[src/sv/dvse_pkg.sv]
package dvse_pkg;

  // defaults for the top-level parameters
  localparam int unsigned NumChannelsDefault = 3;
  localparam int unsigned PacketBytesDefault = 18;

  // register map
  localparam logic RegSampleFormat = 1'b0;

  // sample conversion offsets
  localparam logic [24:0] Offset24 = 25'h040_0000;
  localparam logic [24:0] Offset20 = 25'h004_0000;

  // delta magnitude limits, as inclusive signed bounds
  localparam logic signed [25:0] LimOnePos   = 26'sh00_003F;
  localparam logic signed [25:0] LimOneNeg   = -26'sh00_003F;
  localparam logic signed [25:0] LimTwoPos   = 26'sh00_1FFF;
  localparam logic signed [25:0] LimTwoNeg   = -26'sh00_1FFF;
  localparam logic signed [25:0] LimThreePos = 26'sh1F_FFFF;
  localparam logic signed [25:0] LimThreeNeg = -26'sh1F_FFFF;

  // tag bits of the multi-byte codes
  localparam logic [1:0] TagTwo   = 2'b10;
  localparam logic [1:0] TagThree = 2'b11;

  // queue between front and back
  localparam int unsigned QueueDepth = 2;
  localparam int unsigned QueuePtrW  = (QueueDepth > 1) ? $clog2(QueueDepth) : 1;
  localparam int unsigned QueueCntW  = $clog2(QueueDepth + 1);

  // one coded sample: up to three bytes, first byte in bits 23..16
  typedef struct packed {
    logic [1:0]  count;
    logic [23:0] bytes;
  } code_t;

endpackage

[src/sv/delta_varlen_sample_encoder_core.sv]
// channel   | signals                                         | direction
// ----------+-------------------------------------------------+----------
// input     | in_valid_i, in_ready_o, channel_i, sample_word_i | in
// output    | out_valid_o, out_ready_i, code_byte_o,          | out
//           | last_of_item_o, packet_end_o                    |
// config    | psel, penable, pwrite, paddr, pwdata, prdata,   | in/out
//           | pready                                          |
//
// a sample passes through the front stage register and the queue, then the back
// end splits it into its code bytes (1 to 3) and sends one byte per cycle while
// out_ready_i is high; the byte-wide output register sets the sustained rate
// the queue lets the front take new samples while the back end is stalled
// reset clears the per-channel previous samples, byte count and format at once
module delta_varlen_sample_encoder_core import dvse_pkg::*; #(
  parameter int unsigned CHANNEL_COUNT = NumChannelsDefault,
  parameter int unsigned PACKET_BYTES  = PacketBytesDefault
) (
  input  logic        clk_i,
  input  logic        rst_ni,
  // sample input
  input  logic        in_valid_i,
  output logic        in_ready_o,
  input  logic [1:0]  channel_i,
  input  logic [23:0] sample_word_i,
  // code byte output
  output logic        out_valid_o,
  input  logic        out_ready_i,
  output logic [7:0]  code_byte_o,
  output logic        last_of_item_o,
  output logic        packet_end_o,
  // register port
  input  logic        psel,
  input  logic        penable,
  input  logic        pwrite,
  input  logic [2:0]  paddr,
  input  logic [31:0] pwdata,
  output logic [31:0] prdata,
  output logic        pready
);

  logic  sample_format_q;
  logic  cfg_write;
  logic  push_valid, push_ready;
  code_t push_code;
  logic  pop_valid, pop_ready;
  code_t pop_code;

  // register write and readback
  assign pready    = 1'b1;
  assign cfg_write = psel && penable && pwrite && pready;

  always_ff @(posedge clk_i or negedge rst_ni) begin
    if (!rst_ni) begin
      sample_format_q <= 1'b0;
    end else if (cfg_write && (paddr[2] == RegSampleFormat)) begin
      sample_format_q <= pwdata[0];
    end
  end

  assign prdata = (paddr[2] == RegSampleFormat) ? {31'b0, sample_format_q} : '0;

  // conversion and classification
  dvse_front #(
    .CHANNEL_COUNT(CHANNEL_COUNT)
  ) u_front (
    .clk_i          (clk_i),
    .rst_ni         (rst_ni),
    .sample_format_i(sample_format_q),
    .in_valid_i     (in_valid_i),
    .in_ready_o     (in_ready_o),
    .channel_i      (channel_i),
    .sample_word_i  (sample_word_i),
    .push_valid_o   (push_valid),
    .push_ready_i   (push_ready),
    .push_code_o    (push_code)
  );

  // coded samples waiting for the byte sender
  dvse_queue u_queue (
    .clk_i     (clk_i),
    .rst_ni    (rst_ni),
    .wr_valid_i(push_valid),
    .wr_ready_o(push_ready),
    .wr_data_i (push_code),
    .rd_valid_o(pop_valid),
    .rd_ready_i(pop_ready),
    .rd_data_o (pop_code)
  );

  // byte serializer and packet count
  dvse_back #(
    .PACKET_BYTES(PACKET_BYTES)
  ) u_back (
    .clk_i         (clk_i),
    .rst_ni        (rst_ni),
    .pop_valid_i   (pop_valid),
    .pop_ready_o   (pop_ready),
    .pop_code_i    (pop_code),
    .out_valid_o   (out_valid_o),
    .out_ready_i   (out_ready_i),
    .code_byte_o   (code_byte_o),
    .last_of_item_o(last_of_item_o),
    .packet_end_o  (packet_end_o)
  );

endmodule

[src/sv/dvse_front.sv]
module dvse_front import dvse_pkg::*; #(
  parameter int unsigned CHANNEL_COUNT = NumChannelsDefault
) (
  input  logic        clk_i,
  input  logic        rst_ni,
  input  logic        sample_format_i,
  input  logic        in_valid_i,
  output logic        in_ready_o,
  input  logic [1:0]  channel_i,
  input  logic [23:0] sample_word_i,
  output logic        push_valid_o,
  input  logic        push_ready_i,
  output code_t       push_code_o
);

  localparam int unsigned ChW = (CHANNEL_COUNT > 1) ? $clog2(CHANNEL_COUNT) : 1;

  logic                  s1_valid_q, s1_valid_d;
  logic [ChW-1:0]        s1_ch_q;
  logic signed [24:0]    s1_x_q;
  logic signed [24:0]    prev_q [CHANNEL_COUNT];
  logic signed [24:0]    x_conv;
  logic signed [24:0]    prev_sel;
  logic signed [25:0]    delta;
  logic                  fits_one, fits_two, fits_three;
  logic                  advance, accept, in_range;

  // raw word to signed sample
  always_comb begin
    if (sample_format_i) begin
      x_conv = $signed({5'b0, sample_word_i[23:4]} - Offset20);
    end else begin
      x_conv = $signed({1'b0, sample_word_i} - Offset24);
    end
  end

  assign in_range = 32'(channel_i) < CHANNEL_COUNT;

  // difference against the stored sample of this channel
  assign prev_sel = prev_q[s1_ch_q];
  assign delta    = {s1_x_q[24], s1_x_q} - {prev_sel[24], prev_sel};

  assign fits_one   = (delta >= LimOneNeg) && (delta <= LimOnePos);
  assign fits_two   = (delta >= LimTwoNeg) && (delta <= LimTwoPos);
  assign fits_three = (delta >= LimThreeNeg) && (delta <= LimThreePos);

  // an oversized difference leaves without a queue transfer
  assign advance      = s1_valid_q && (!fits_three || push_ready_i);
  assign push_valid_o = s1_valid_q && fits_three;
  assign in_ready_o   = !s1_valid_q || advance;
  assign accept       = in_valid_i && in_ready_o;

  // byte packing by code length
  always_comb begin
    push_code_o = '0;
    if (fits_one) begin
      push_code_o.count = 2'd1;
      push_code_o.bytes = {1'b0, delta[6:0], 16'h0000};
    end else if (fits_two) begin
      push_code_o.count = 2'd2;
      push_code_o.bytes = {TagTwo, delta[13:8], delta[7:0], 8'h00};
    end else begin
      push_code_o.count = 2'd3;
      push_code_o.bytes = {TagThree, delta[21:16], delta[15:8], delta[7:0]};
    end
  end

  // stage valid
  always_comb begin
    s1_valid_d = s1_valid_q;
    if (advance) begin
      s1_valid_d = 1'b0;
    end
    if (accept) begin
      s1_valid_d = in_range;
    end
  end

  always_ff @(posedge clk_i or negedge rst_ni) begin
    if (!rst_ni) begin
      s1_valid_q <= 1'b0;
    end else begin
      s1_valid_q <= s1_valid_d;
    end
  end

  // stage payload
  always_ff @(posedge clk_i) begin
    if (accept) begin
      s1_x_q  <= x_conv;
      s1_ch_q <= ChW'(channel_i);
    end
  end

  // previous sample per channel, updated as the item leaves the stage
  always_ff @(posedge clk_i or negedge rst_ni) begin
    if (!rst_ni) begin
      for (int i = 0; i < CHANNEL_COUNT; i++) begin
        prev_q[i] <= '0;
      end
    end else if (advance) begin
      prev_q[s1_ch_q] <= s1_x_q;
    end
  end

endmodule

[src/sv/dvse_queue.sv]
module dvse_queue import dvse_pkg::*; (
  input  logic  clk_i,
  input  logic  rst_ni,
  input  logic  wr_valid_i,
  output logic  wr_ready_o,
  input  code_t wr_data_i,
  output logic  rd_valid_o,
  input  logic  rd_ready_i,
  output code_t rd_data_o
);

  code_t                mem_q [QueueDepth];
  logic [QueuePtrW-1:0] wr_ptr_q, wr_ptr_d, rd_ptr_q, rd_ptr_d;
  logic [QueueCntW-1:0] cnt_q, cnt_d;
  logic                 push, pop;

  assign wr_ready_o = cnt_q != QueueCntW'(QueueDepth);
  assign rd_valid_o = cnt_q != '0;
  assign push       = wr_valid_i && wr_ready_o;
  assign pop        = rd_valid_o && rd_ready_i;
  assign rd_data_o  = mem_q[rd_ptr_q];

  // pointer and fill bookkeeping
  always_comb begin
    wr_ptr_d = wr_ptr_q;
    rd_ptr_d = rd_ptr_q;
    cnt_d    = cnt_q;
    if (push) begin
      wr_ptr_d = (wr_ptr_q == QueuePtrW'(QueueDepth - 1)) ? '0 : wr_ptr_q + 1'b1;
    end
    if (pop) begin
      rd_ptr_d = (rd_ptr_q == QueuePtrW'(QueueDepth - 1)) ? '0 : rd_ptr_q + 1'b1;
    end
    if (push && !pop) begin
      cnt_d = cnt_q + 1'b1;
    end else if (pop && !push) begin
      cnt_d = cnt_q - 1'b1;
    end
  end

  always_ff @(posedge clk_i or negedge rst_ni) begin
    if (!rst_ni) begin
      wr_ptr_q <= '0;
      rd_ptr_q <= '0;
      cnt_q    <= '0;
    end else begin
      wr_ptr_q <= wr_ptr_d;
      rd_ptr_q <= rd_ptr_d;
      cnt_q    <= cnt_d;
    end
  end

  // entry storage
  always_ff @(posedge clk_i) begin
    if (push) begin
      mem_q[wr_ptr_q] <= wr_data_i;
    end
  end

`ifndef NO_ASSERTIONS
  // fill count stays within depth
  assert property (@(posedge clk_i) disable iff (!rst_ni) cnt_q <= QueueCntW'(QueueDepth))
    else $error("queue fill count above depth");

  // fill count goes up on a write without a read
  assert property (@(posedge clk_i) disable iff (!rst_ni)
    (push && !pop) |=> cnt_q == $past(cnt_q) + 1'b1)
    else $error("queue fill count missed a write");
`endif

endmodule

[src/sv/dvse_back.sv]
module dvse_back import dvse_pkg::*; #(
  parameter int unsigned PACKET_BYTES = PacketBytesDefault
) (
  input  logic       clk_i,
  input  logic       rst_ni,
  input  logic       pop_valid_i,
  output logic       pop_ready_o,
  input  code_t      pop_code_i,
  output logic       out_valid_o,
  input  logic       out_ready_i,
  output logic [7:0] code_byte_o,
  output logic       last_of_item_o,
  output logic       packet_end_o
);

  localparam int unsigned FillW = $clog2(PACKET_BYTES);

  logic             w_valid_q, w_valid_d;
  code_t            w_q, w_d;
  code_t            src;
  logic             src_valid, load;
  logic             out_valid_q, out_valid_d;
  logic [7:0]       byte_q;
  logic             last_q, end_q;
  logic [FillW-1:0] fill_q, fill_d;
  logic             wrap;

  // the partly sent sample takes priority over the queue head
  assign src_valid   = w_valid_q || pop_valid_i;
  assign src         = w_valid_q ? w_q : pop_code_i;
  assign load        = src_valid && (!out_valid_q || out_ready_i);
  assign pop_ready_o = load && !w_valid_q;
  assign wrap        = fill_q == FillW'(PACKET_BYTES - 1);

  // working register and output register control
  always_comb begin
    w_valid_d   = w_valid_q;
    w_d         = w_q;
    out_valid_d = out_valid_q;
    fill_d      = fill_q;
    if (load) begin
      w_valid_d   = src.count != 2'd1;
      w_d.count   = src.count - 2'd1;
      w_d.bytes   = {src.bytes[15:0], 8'h00};
      out_valid_d = 1'b1;
      fill_d      = wrap ? '0 : fill_q + 1'b1;
    end else if (out_ready_i) begin
      out_valid_d = 1'b0;
    end
  end

  always_ff @(posedge clk_i or negedge rst_ni) begin
    if (!rst_ni) begin
      w_valid_q   <= 1'b0;
      out_valid_q <= 1'b0;
      fill_q      <= '0;
    end else begin
      w_valid_q   <= w_valid_d;
      out_valid_q <= out_valid_d;
      fill_q      <= fill_d;
    end
  end

  // payload registers
  always_ff @(posedge clk_i) begin
    w_q <= w_d;
    if (load) begin
      byte_q <= src.bytes[23:16];
      last_q <= src.count == 2'd1;
      end_q  <= wrap;
    end
  end

  assign out_valid_o    = out_valid_q;
  assign code_byte_o    = byte_q;
  assign last_of_item_o = last_q;
  assign packet_end_o   = end_q;

`ifndef NO_ASSERTIONS
  // queue is only read while no sample is partly sent
  assert property (@(posedge clk_i) disable iff (!rst_ni) w_valid_q |-> !pop_ready_o)
    else $error("queue read while a sample is in progress");

  // last byte flag agrees with the working register draining
  assert property (@(posedge clk_i) disable iff (!rst_ni) load |=> last_q == !w_valid_q)
    else $error("last byte flag out of step with working register");

  // packet end flag and byte count wrap together
  assert property (@(posedge clk_i) disable iff (!rst_ni)
    (load && wrap) |=> (end_q && fill_q == '0))
    else $error("packet end not marked on count wrap");
`endif

endmodule

[config.mk]
export PLATFORM = sky130hd
export DESIGN_NAME = delta_varlen_sample_encoder_core
export DESIGN_NICKNAME = d
export VERILOG_FILES = /design/src/sv/dvse_pkg.sv /design/src/sv/delta_varlen_sample_encoder_core.sv /design/src/sv/dvse_front.sv /design/src/sv/dvse_queue.sv /design/src/sv/dvse_back.sv
export SDC_FILE = /design/constraint.sdc
export NUM_CORES = 1
export LEC_CHECK = 0
export BUFFER_PORTS_ARGS = -buffer_cell sky130_fd_sc_hd__buf_2
export CELL_PAD_IN_SITES_DETAIL_PLACEMENT = 1
export CELL_PAD_IN_SITES_GLOBAL_PLACEMENT = 1
export CORE_ASPECT_RATIO = 2
export CORE_MARGIN = 2
export CORE_UTILIZATION = 51
export CTS_BUF_LIST = sky130_fd_sc_hd__clkbuf_16
export DETAILED_ROUTE_END_ITERATION = 12
export GPL_TIMING_DRIVEN = 0
export PLACE_DENSITY = 0.94
export SLEW_MARGIN = 15
export SYNTH_ARGS = -nofsm -noshare
export SYNTH_HDL_FRONTEND = slang
export SYNTH_SLANG_ARGS = --single-unit
[constraint.sdc]
create_clock -name clk_i -period 13.9 [get_ports clk_i]
set_input_delay 0 -clock clk_i [delete_from_list [all_inputs] [get_ports clk_i]]
set_output_delay 0 -clock clk_i [all_outputs]
set_load 0.03 [all_outputs]
==> metrics.cfg, run 1 <==
[floorplanning]
die_w_um=104.7
die-area_sq_mm=0.02152
start_util_pct=51.99
rows=73
die_y_um=205.5
core_sq_mm=0.01991
ios=113

[critical_path]
startpoint=u_front.s1_ch_q[1]
cpPeakStageDelay_ps=740
worst_setup_path_end_kind=flip-flop
crit_chain=clkbuf_1, buf_1, mux2i_1, nor2_1, a21oi_1, ha_1, buf_2, a21oi_1, o21ai_0, a21oi_1, a2111oi_0, a311o_1, nor3_1, o21ai_2, o21ai_4, nand3b_1, nor2_2, buf_6
start_kind=flip-flop
crit_fanout=17
r2r_start=u_front.s1_ch_q[1]
worstSetupPathType=flip-flop to flip-flop
crit_slowest_cell=buf_1
path_common_cell=a21oi_1
cp.required_ps=14060
cp_top_family=compound AO/OA/AOI/OAI gates
cp_num_buf_inv=4
worstPathArrival_ps=7100
rrSetupSlack_ps=6960

[timing]
rsz0062_at_grt=no
fin_ws_ps=6960
fin_worst_skew_ps=11.44
slew_violations=0
relSlewSlack_pct=29.71
fin_tns_setup_ps=0
finalCriticalPeriod_ps=6940
hold_violations=0
tightestPinTransition_ps=1052
setup_viol=0
fmax_mhz=144.1
period_share_pct=49.93

[placement]
place_ws_ps=7405
io_buffers=47
hpwl_mm=22.14
gp_congestion=0.9823
placedCellCount=1229

[global_routing]
grt_max_degree=58
grt_pass1_wl_mm=50.46
grtUsageTotal_pct=32.08
grt_pass1_vias=8745
antenna_found_initial=0
grt_overflow=0

[clock_tree]
clk_latency_ps=460
clk_pin_slew_ps=70
cts_inserted_buffers=17
htree_levels=4
cts_sinks=193
cts_tree=done
clk_path_buf_depth=2
post_cts_buffers=0
cts-root-buf=clkbuf_16

[cells_and_area]
layout-drive-gt1-share_pct=23.44
fill_cells=2071
fin_nets=1127
stdcell_count=1303
area_delta_synth_final_pct=16.77
diodes=0

[detailed_routing]
wirelength_mm=33.28
routed.top_layer=met4
wl_per_cell_um=25.54
drc=0
drt-met1-wl_mm=10.46
vias=7847
dr_wl_met2_mm=18.06
ant_nets=0
routed_via_density=6.022
first_pass_iters=5
routed-wl-met3_mm=1.672
drt_iter0_drc=446

[pwr]
peakVddDrop_uv=120.3
p_per_area_mw_per_mm2=204.6
leakage_nw=5.051

[synth]
syn_area_sq_mm=0.01035
async_flop_share_pct=45.60
synthFlopType=edfxtp_1
yosysSeqAreaShare_pct=51.73
postSynthCellCount=886
ys_ff_latch=193
synth_area_leaders=edfxtp_1 30%, dfrtp_1 21%, mux2_2 8.3%, mux2i_1 5.2%, ha_1 3.6%
synth_commonest_cells=105 x edfxtp_1, 88 x dfrtp_1, 76 x mux2_2
yosysTopAreaCellShare_pct=30.46
synthesis.area_per_instance_sq_um=11.68
synth-edff-count=105
synth_cell_types=72
synth_top_cell_by_area=edfxtp_1
yosysMostFrequentCell=edfxtp_1
ys_warn_count=0

[outcome]
status=finished clean

[min_path]
holdCritPathClass=input port to async pin

[job]
maxCapViolCount=0

-- sequential cells by signal, summed over array words and instances (netlist names) --
register and cells:
u_front.prev_q 75, u_queue.mem_q 50, u_front.s1_x_q 25, u_back.w_q 18
u_back.code_byte_o 8, u_back.fill_q 5, u_front.s1_ch_q 2, u_queue.cnt_q 2
sample_format_q 1, u_back.last_of_item_o 1, u_back.out_valid_o 1, u_back.packet_end_o 1
u_back.w_valid_q 1, u_front.s1_valid_q 1, u_queue.rd_ptr_q 1, u_queue.wr_ptr_q 1
-- layout by cell type, fill, tap and decap left out, types with 32 or more instances in the layout --
cell type / Yosys / routed
nor2_1: 74 / 71
mux2_2: 76 / 76
o21ai_0: 47 / 47
buf_4: 33 / 34
mux2i_1: 54 / 54
a21oi_1: 52 / 52
nand2_1: 73 / 73
dlygate4sd3_1: 0 / 42
buf_2: 9 / 55
dfrtp_1: 88 / 88
edfxtp_1: 105 / 105
conb_1: 2 / 32
-- through the flow --
step / utilization [%] / cell area, sq um / hold slack (ps) / power [mW]
2_1_floorplan: - / 10460 / -295.6 / 1.601
3_3_place_gp: 55.38 / 11030 / 191.2 / 1.822
3_5_place_dp: 55.81 / 11110 / -22.92 / 1.912
4_1_cts: 60.70 / 12090 / 39.27 / 2.399
5_1_grt: 60.70 / 12090 / 79.43 / 2.580
6_report: 60.70 / 12090 / 41.14 / 2.473
-- routing by layer --
layer / GRT usage (%) / up-vias
met5: 0 / -
met4: 27.95 / 0
met3: 7.507 / 181
met2: 59.65 / 342
met1: 28.05 / 3861
li1: - / 3463
-- kinds of logic after synthesis --
family                     count (synthesis)  share of synthesized area (%)
and+or+nand+nor                          225                          10.32
DFF                                      193                          51.73
muxes                                    150                          16.39
adders and majority gates                 31                          3.820
buffers and inverters                     94                          5.294
other                                      2                        0.07255
xor gates and xnor gates                  23                          1.946
AOI/OAI and AO/OA                        168                          10.42
-- path summary, 6_finish.rpt --
path | cells after the start | end
setup reg to reg | 18 | u_queue.mem_q[1][5]
setup / recovery | 18 | u_queue.mem_q[1][5]
min in group clk_i | 2 | u_front.s1_ch_q[0]
max in group asynchronous | 3 | u_front.s1_valid_q
hold / removal | 2 | u_front.prev_q[24]
hold reg to reg | 1 | u_front.prev_q[36]
-- repair_timing --
action,in CTS,in global routing
hold buffers,42,0
hold endpoints to repair,116,0
gates resized for setup,0,0
-- final cells by class --
type | count | area [sq um] | area share (%)
well taps | 262 | 327.8 | 2.712
flip-flops and latches | 193 | 5355 | 44.31
repair buffers | 93 | 728.2 | 6.025
multi-input cells | 629 | 4574 | 37.85
clock inverters | 14 | 102.6 | 0.8489
plain buffers | 75 | 476.7 | 3.944
inverters | 19 | 71.32 | 0.5901
clock buffers | 18 | 450.4 | 3.727
-- where the power goes --
part / total, mW / internal (mW) / leakage, nW / switching (mW)
combinational: 1.05 / 0.395 / 2.73 / 0.656
sequential: 0.941 / 0.825 / 2.04 / 0.116
clock: 0.481 / 0.242 / 0.278 / 0.239
Power figures use the tool's default switching activity.
==> inputs of run 2 (changes only) <==
CORE_UTILIZATION = 48   (was 51)
PLACE_DENSITY = 0.9   (was 0.94)
clock period = 6.8 ns   (was 13.9 ns; I/O delays follow)
==> metrics.cfg, run 2 (synthesis results as in run 1) <==
[critical_path]
crit_fanout=16  ; was 17
worstRegToRegCells=17  ; was 18
rrSetupSlack_ps=460  ; was 6960 ps
r2r-end=u_queue.mem_q[0][20]  ; was u_queue.mem_q[1][5]
cpPeakStageDelay_ps=750  ; was 740 ps
cp.required_ps=6960  ; was 14,060 ps
start_kind=flip-flop  ; unchanged
r2r_start=u_front.s1_ch_q[0]  ; was u_front.s1_ch_q[1]
worst_setup_path_end_kind=flip-flop  ; unchanged
worstSetupPathType=flip-flop to flip-flop  ; unchanged
crit_slowest_cell=edfxtp_1  ; was buf_1
worstPathArrival_ps=6490  ; was 7100 ps
crit_chain=inv_1, nor2_1, clkbuf_1, a21oi_1, ha_1, buf_2, nand4_1, a2111oi_0, o21ai_0, a31oi_1, xnor2_1, nor3_1, o21ai_2, o21ai_4, nand3b_1, nor2_2, buf_6  ; was clkbuf_1, buf_1, mux2i_1, nor2_1, a21oi_1, ha_1, buf_2, a21oi_1, o21ai_0, a21oi_1, a2111oi_0, a311o_1, nor3_1, o21ai_2, o21ai_4, nand3b_1, nor2_2, buf_6

[detailed_routing]
wl_per_cell_um=22.93  ; was 25.54 um
drt_iter0_drc=378  ; was 446
first_pass_iters=5  ; unchanged
drc=0  ; unchanged
ant_nets=0  ; unchanged
routed_via_density=5.784  ; was 6.022
vias=7565  ; was 7,847
wirelength_mm=29.99  ; was 33.28 mm

[cells_and_area]
stdcell_count=1308  ; was 1,303
finalInstanceArea_sq_mm=0.01210  ; was 0.01209 sq mm
fin_nets=1121  ; was 1,127
largest_register=u_front.prev_q  ; unchanged
final_core_util_pct=56.57  ; was 60.70%
layout-drive-gt1-share_pct=23.86  ; was 23.44%
layout_commonest_cell=edfxtp_1  ; unchanged
area_delta_synth_final_pct=16.93  ; was 16.77%
regArea_sq_mm=0.005355  ; unchanged
reg_top3=u_front.prev_q x75, u_queue.mem_q x50, u_front.s1_x_q x25  ; unchanged
layout_common_cells=105 x edfxtp_1, 88 x dfrtp_1, 76 x mux2_2  ; unchanged
diodes=0  ; unchanged
fill_cells=2254  ; was 2,071
multi_input_area_sq_mm=0.004579  ; was 0.004574 sq mm
largest_register_ff_count=75  ; unchanged

[clock_tree]
cts_tree=done  ; unchanged
clk_latency_ps=470  ; was 460 ps
clk_pin_slew_ps=80  ; was 70 ps
cts_sinks=193  ; unchanged
cts-root-buf=clkbuf_16  ; unchanged
htree_levels=4  ; unchanged
clk_path_buf_depth=2  ; unchanged
cts_inserted_buffers=17  ; unchanged

[placement]
gp_congestion=0.9490  ; was 0.9823
hpwl_mm=20.85  ; was 22.14 mm
place_area_sq_mm=0.01113  ; was 0.01111 sq mm
io_buffers=47  ; unchanged
placedCellCount=1240  ; was 1,229

[timing]
rsz0062_at_grt=no  ; unchanged
period_share_pct=93.20  ; was 49.93%
fmax_mhz=157.8  ; was 144.1 MHz
finalCriticalPeriod_ps=6338  ; was 6940 ps
setup_viol=0  ; unchanged
slew_violations=0  ; unchanged
relSlewSlack_pct=33.44  ; was 29.71%
fin_worst_skew_ps=16.47  ; was 11.44 ps
tightestPinTransition_ps=988.0  ; was 1052 ps
hold_violations=0  ; unchanged
fin_tns_setup_ps=0  ; unchanged

[pwr]
peakVddDrop_uv=235.9  ; was 120.3 uV
leakage_nw=5.060  ; was 5.051 nW
p_per_area_mw_per_mm2=413.6  ; was 204.6 mW/mm^2

[floorplanning]
die-area_sq_mm=0.02283  ; was 0.02152 sq mm
die_w_um=107.8  ; was 104.7 um
core_sq_mm=0.02140  ; was 0.01991 sq mm
rows=76  ; was 73
ios=113  ; unchanged
start_util_pct=48.38  ; was 51.99%
die_y_um=211.7  ; was 205.5 um

[global_routing]
grtUsageTotal_pct=28.05  ; was 32.08%
grt_pass1_wl_mm=47.13  ; was 50.46 mm
grt_max_degree=60  ; was 58
antenna_found_initial=0  ; unchanged
grt_pass1_vias=8529  ; was 8,745
grt_overflow=0  ; unchanged

[outcome]
status=finished clean  ; unchanged

[min_path]
holdCritPathClass=input port to async pin  ; unchanged

[job]
maxCapViolCount=0  ; unchanged

run 2: cell count changes in the layout (fill, tap and decap cells not counted), sizes merged:
cell,delta
inv,+4
buf,-1
bufinv,+2
clkinvlp,+1
clkbuf,-1
dlygate4sd3,-5
clkinv,-6
run 2: per-stage QoR:
step | power, mW | hold slack, ps | setup WS [ps]
3_3_place_gp | 3.705 | 193.1 | -371.9
4_1_cts | 4.960 | 12.83 | 123.7
5_1_grt | 5.269 | 53.04 | 43.58
6_report | 5.007 | 19.10 | 462.3
2_1_floorplan | 3.273 | -295.6 | 1369
3_5_place_dp | 3.865 | -24.43 | 233.9
run 2: where the power goes:
part	switching [mW]	total [mW]	internal [mW]
Combinational	1.26	2.06	0.800
Clock	0.491	1.05	0.556
Sequential	0.214	1.90	1.69
Total	1.96	5.01	3.04
run 2: worst max path at each step:
stage / endpoint / depth (start not counted) / slack (ps) / start
2_1_floorplan: u_queue.mem_q[0][0] / 17 / 1370 / u_front.s1_ch_q[0]
3_3_place_gp: u_queue.mem_q[1][20] / 17 / -370 / u_front.s1_ch_q[0]
3_5_place_dp: u_front.s1_x_q[17] / 17 / 230 / u_front.s1_ch_q[0]
4_1_cts: u_front.s1_x_q[22] / 17 / 120 / u_front.s1_ch_q[0]
5_1_grt: u_queue.mem_q[0][20] / 17 / 40 / u_front.s1_ch_q[0]
6_report: u_queue.mem_q[0][20] / 17 / 460 / u_front.s1_ch_q[0]
run 2: final cells by class:
cell class	instances	area share (%)
Inverter	19	0.5892
Multi-Input combinational cell	629	37.83
Sequential cell	193	44.24
Clock inverter	15	1.468
Timing Repair Buffer	88	5.603
Tap cell	273	2.822
Clock buffer	17	3.515
Buffer	74	3.928
run 2: critical path, delay by kind of cell, from the launching register on:
family | cells | cell delay (ps)
compound gates | 6 | 1950
xor+xnor | 1 | 120
fa+ha+maj | 1 | 300
buf+inv | 4 | 1130
flops | 1 | 750
simple gates | 5 | 1760
run 2: timing repair:
action,CTS,global route
setup endpoints to repair,0,187
gates resized for setup,0,5
hold endpoints to repair,117,0
hold buffers,37,0
buffers inserted,0,0
run 2: per-layer routing:
layer  track usage, %  up-vias  wire length, um
met5                0        -                0
met4            22.59        0             2591
met3            4.526      133              881
met2            52.83      251            16930
met1            25.34     3735             9588
li1                 -     3446                -
==> inputs of run 3 (changes only) <==
CELL_PAD_IN_SITES_DETAIL_PLACEMENT = unset   (was 1)
CELL_PAD_IN_SITES_GLOBAL_PLACEMENT = unset   (was 1)
CORE_UTILIZATION = 60   (was 48)
CTS_BUF_LIST = sky130_fd_sc_hd__clkbuf_4 sky130_fd_sc_hd__clkbuf_8   (was sky130_fd_sc_hd__clkbuf_16)
==> metrics.cfg, run 3 (synthesis results as in run 1) <==
[outcome]
status=finished clean  ; unchanged

[job]
maxCapViolCount=0  ; unchanged

[detailed_routing]
routed.top_layer=met4  ; unchanged
routed_via_density=5.885  ; was 5.784
wl_per_cell_um=19.37  ; was 22.93 um
wirelength_mm=24.17  ; was 29.99 mm
vias=7344  ; was 7,565
drt_iter0_drc=593  ; was 378
routed-wl-met3_um=917  ; was 881 um
ant_nets=0  ; unchanged
dr_wl_met2_mm=13.42  ; was 16.93 mm
drc=0  ; unchanged
first_pass_iters=5  ; unchanged
drt-met1-wl_mm=9.148  ; was 9.588 mm

[clock_tree]
clk_pin_slew_ps=110  ; was 80 ps
post_cts_buffers=0  ; unchanged
cts_inserted_buffers=17  ; unchanged
cts-root-buf=clkbuf_8  ; was clkbuf_16
cts_tree=done  ; unchanged
clk_latency_ps=480  ; was 470 ps
cts_sinks=193  ; unchanged
clk_path_buf_depth=2  ; unchanged
htree_levels=4  ; unchanged

[critical_path]
startpoint=u_front.s1_ch_q[0]  ; unchanged
crit_path_end=u_queue.mem_q[1][16]  ; was u_queue.mem_q[0][20]
worstPathArrival_ps=6580  ; was 6490 ps
r2r_start=u_front.s1_ch_q[0]  ; unchanged
crit_chain=clkbuf_1, inv_1, nor2_1, clkbuf_1, a21oi_1, ha_1, a21oi_1, o21ai_0, a211oi_1, nand2_1, xor2_1, nand4_1, or4_4, or3_4, and2_1, buf_6, o221ai_1  ; was inv_1, nor2_1, clkbuf_1, a21oi_1, ha_1, buf_2, nand4_1, a2111oi_0, o21ai_0, a31oi_1, xnor2_1, nor3_1, o21ai_2, o21ai_4, nand3b_1, nor2_2, buf_6
crit_fanout=10  ; was 16
start_kind=flip-flop  ; unchanged
worstRegToRegCells=17  ; unchanged
crit_slowest_cell=a211oi_1  ; was edfxtp_1
worstSetupPathType=flip-flop to flip-flop  ; unchanged
worst_setup_path_end_kind=flip-flop  ; unchanged
cp.required_ps=7030  ; was 6960 ps
cpPeakStageDelay_ps=670  ; was 750 ps
rrSetupSlack_ps=450  ; was 460 ps
r2r-end=u_queue.mem_q[1][16]  ; was u_queue.mem_q[0][20]

[pwr]
p_total_mw=4.653  ; was 5.007 mW
leakage_nw=4.961  ; was 5.060 nW
p_seq_share_pct=40.1  ; was 37.9%
peakVddDrop_uv=240.2  ; was 235.9 uV
p_per_area_mw_per_mm2=392.3  ; was 413.6 mW/mm^2
p_int_mw=2.824  ; was 3.042 mW
switching_power_mw=1.829  ; was 1.965 mW
power_frac_clock_pct=16.6  ; was 20.9%
p_sw_share_pct=39.30  ; was 39.25%
combinationalPowerShare_pct=43.3  ; was 41.1%

[placement]
hpwl_mm=17.24  ; was 20.85 mm
io_buffers=47  ; unchanged
place_ws_ps=360.8  ; was 233.9 ps
place_area_sq_mm=0.01104  ; was 0.01113 sq mm
gp_congestion=0.9196  ; was 0.9490

[floorplanning]
die-area_sq_mm=0.01838  ; was 0.02283 sq mm
die_w_um=96.88  ; was 107.8 um
start_util_pct=60.53  ; was 48.38%
core_sq_mm=0.01710  ; was 0.02140 sq mm
die_y_um=189.8  ; was 211.7 um
rows=68  ; was 76
ios=113  ; unchanged

[timing]
slew_violations=0  ; unchanged
period_share_pct=93.39  ; was 93.20%
rsz0062_at_grt=no  ; unchanged
fin_tns_setup_ps=0  ; unchanged
finalCriticalPeriod_ps=6351  ; was 6338 ps
fmax_mhz=157.5  ; was 157.8 MHz
relSlewSlack_pct=38.85  ; was 33.44%
fin_ws_ps=449.2  ; was 462.3 ps
fin_worst_skew_ps=20.20  ; was 16.47 ps
hold_violations=0  ; unchanged
setup_viol=0  ; unchanged
tightestPinTransition_ps=917.2  ; was 988.0 ps

[global_routing]
grt_max_degree=56  ; was 60
grtUsageTotal_pct=26.87  ; was 28.05%
grt_overflow=0  ; unchanged
grt_pass1_wl_mm=38.74  ; was 47.13 mm
grt_pass1_vias=7750  ; was 8,529
antenna_found_initial=0  ; unchanged

[cells_and_area]
reg_top3=u_front.prev_q x75, u_queue.mem_q x50, u_front.s1_x_q x25  ; unchanged
largest_register=u_front.prev_q  ; unchanged
layout-drive-gt1-share_pct=23.41  ; was 23.86%
fill_cells=1172  ; was 2,254
area_delta_synth_final_pct=14.59  ; was 16.93%
diodes=0  ; unchanged
fin_nets=1124  ; was 1,121
largest_register_ff_count=75  ; unchanged
layout_common_cells=105 x edfxtp_1, 88 x dfrtp_1, 76 x mux2_2  ; unchanged
finalInstanceArea_sq_mm=0.01186  ; was 0.01210 sq mm
layout_commonest_cell=edfxtp_1  ; unchanged

[min_path]
holdCritPathClass=input port to async pin  ; unchanged

## run 3: critical path: cells and delay by family, from the launching register on
family	cells	cell delay, ps
simple gates	6	2040
compound gates	5	1800
buf+inv	4	1270
fa+ha+maj	1	370
flops	1	340
xor+xnor	1	290
## run 3: layout make-up
cell class | instances | area (sq um) | share of cell area (%)
inverters | 19 | 71.32 | 0.6013
well taps | 210 | 262.8 | 2.215
multi-input cells | 629 | 4584 | 38.65
plain buffers | 75 | 476.7 | 4.019
clock inverters | 15 | 173.9 | 1.466
clock buffers | 17 | 234.0 | 1.973
repair buffers | 90 | 703.2 | 5.928
flip-flops and latches | 193 | 5355 | 45.15
## run 3: power groups by stage
| stage | Combinational (mW) | Sequential (mW) | Clock (mW) |
|---|---|---|---|
| final | 2.01 | 1.87 | 0.771 |
| after detailed placement | 1.94 | 1.88 | 0 |
| after floorplan | 1.38 | 1.89 | 0 |
| after global routing | 2.19 | 1.90 | 0.825 |
| after global placement | 1.84 | 1.85 | 0 |
| after CTS | 1.99 | 1.86 | 0.777 |
## run 3: how the worst min path moves through the flow
stage | endpoint | cells after the start | slack (ps)
finish | u_front.prev_q[67] | 2 | 30
global placement | u_front.s1_ch_q[0] | 1 | 190
CTS | u_front.prev_q[68] | 2 | 20
detailed placement | u_front.prev_q[68] | 1 | -7
global route | u_front.prev_q[68] | 2 | 50
floorplan | sample_format_q | 0 | -300
## run 3: layer usage
layer | global-route usage, % | up-vias
met2 | 50.21 | 223
met5 | 0 | -
met1 | 30.07 | 3604
met3 | 4.335 | 58
li1 | - | 3459
met4 | 11.11 | 0
## run 3: through the flow
step	instances	util [%]	hold slack (ps)
after floorplan	916	-	-295.6
after global placement	1173	64.10	191.1
after CTS	1248	69.35	21.56
final	1248	69.36	28.58
after global routing	1248	69.36	53.17
after detailed placement	1175	64.57	-6.501
## run 3: what timing repair did
action | in CTS | in global routing
resized for setup | 0 | 0
hold buffers | 41 | 0
endpoints found under the hold margin | 118 | 0
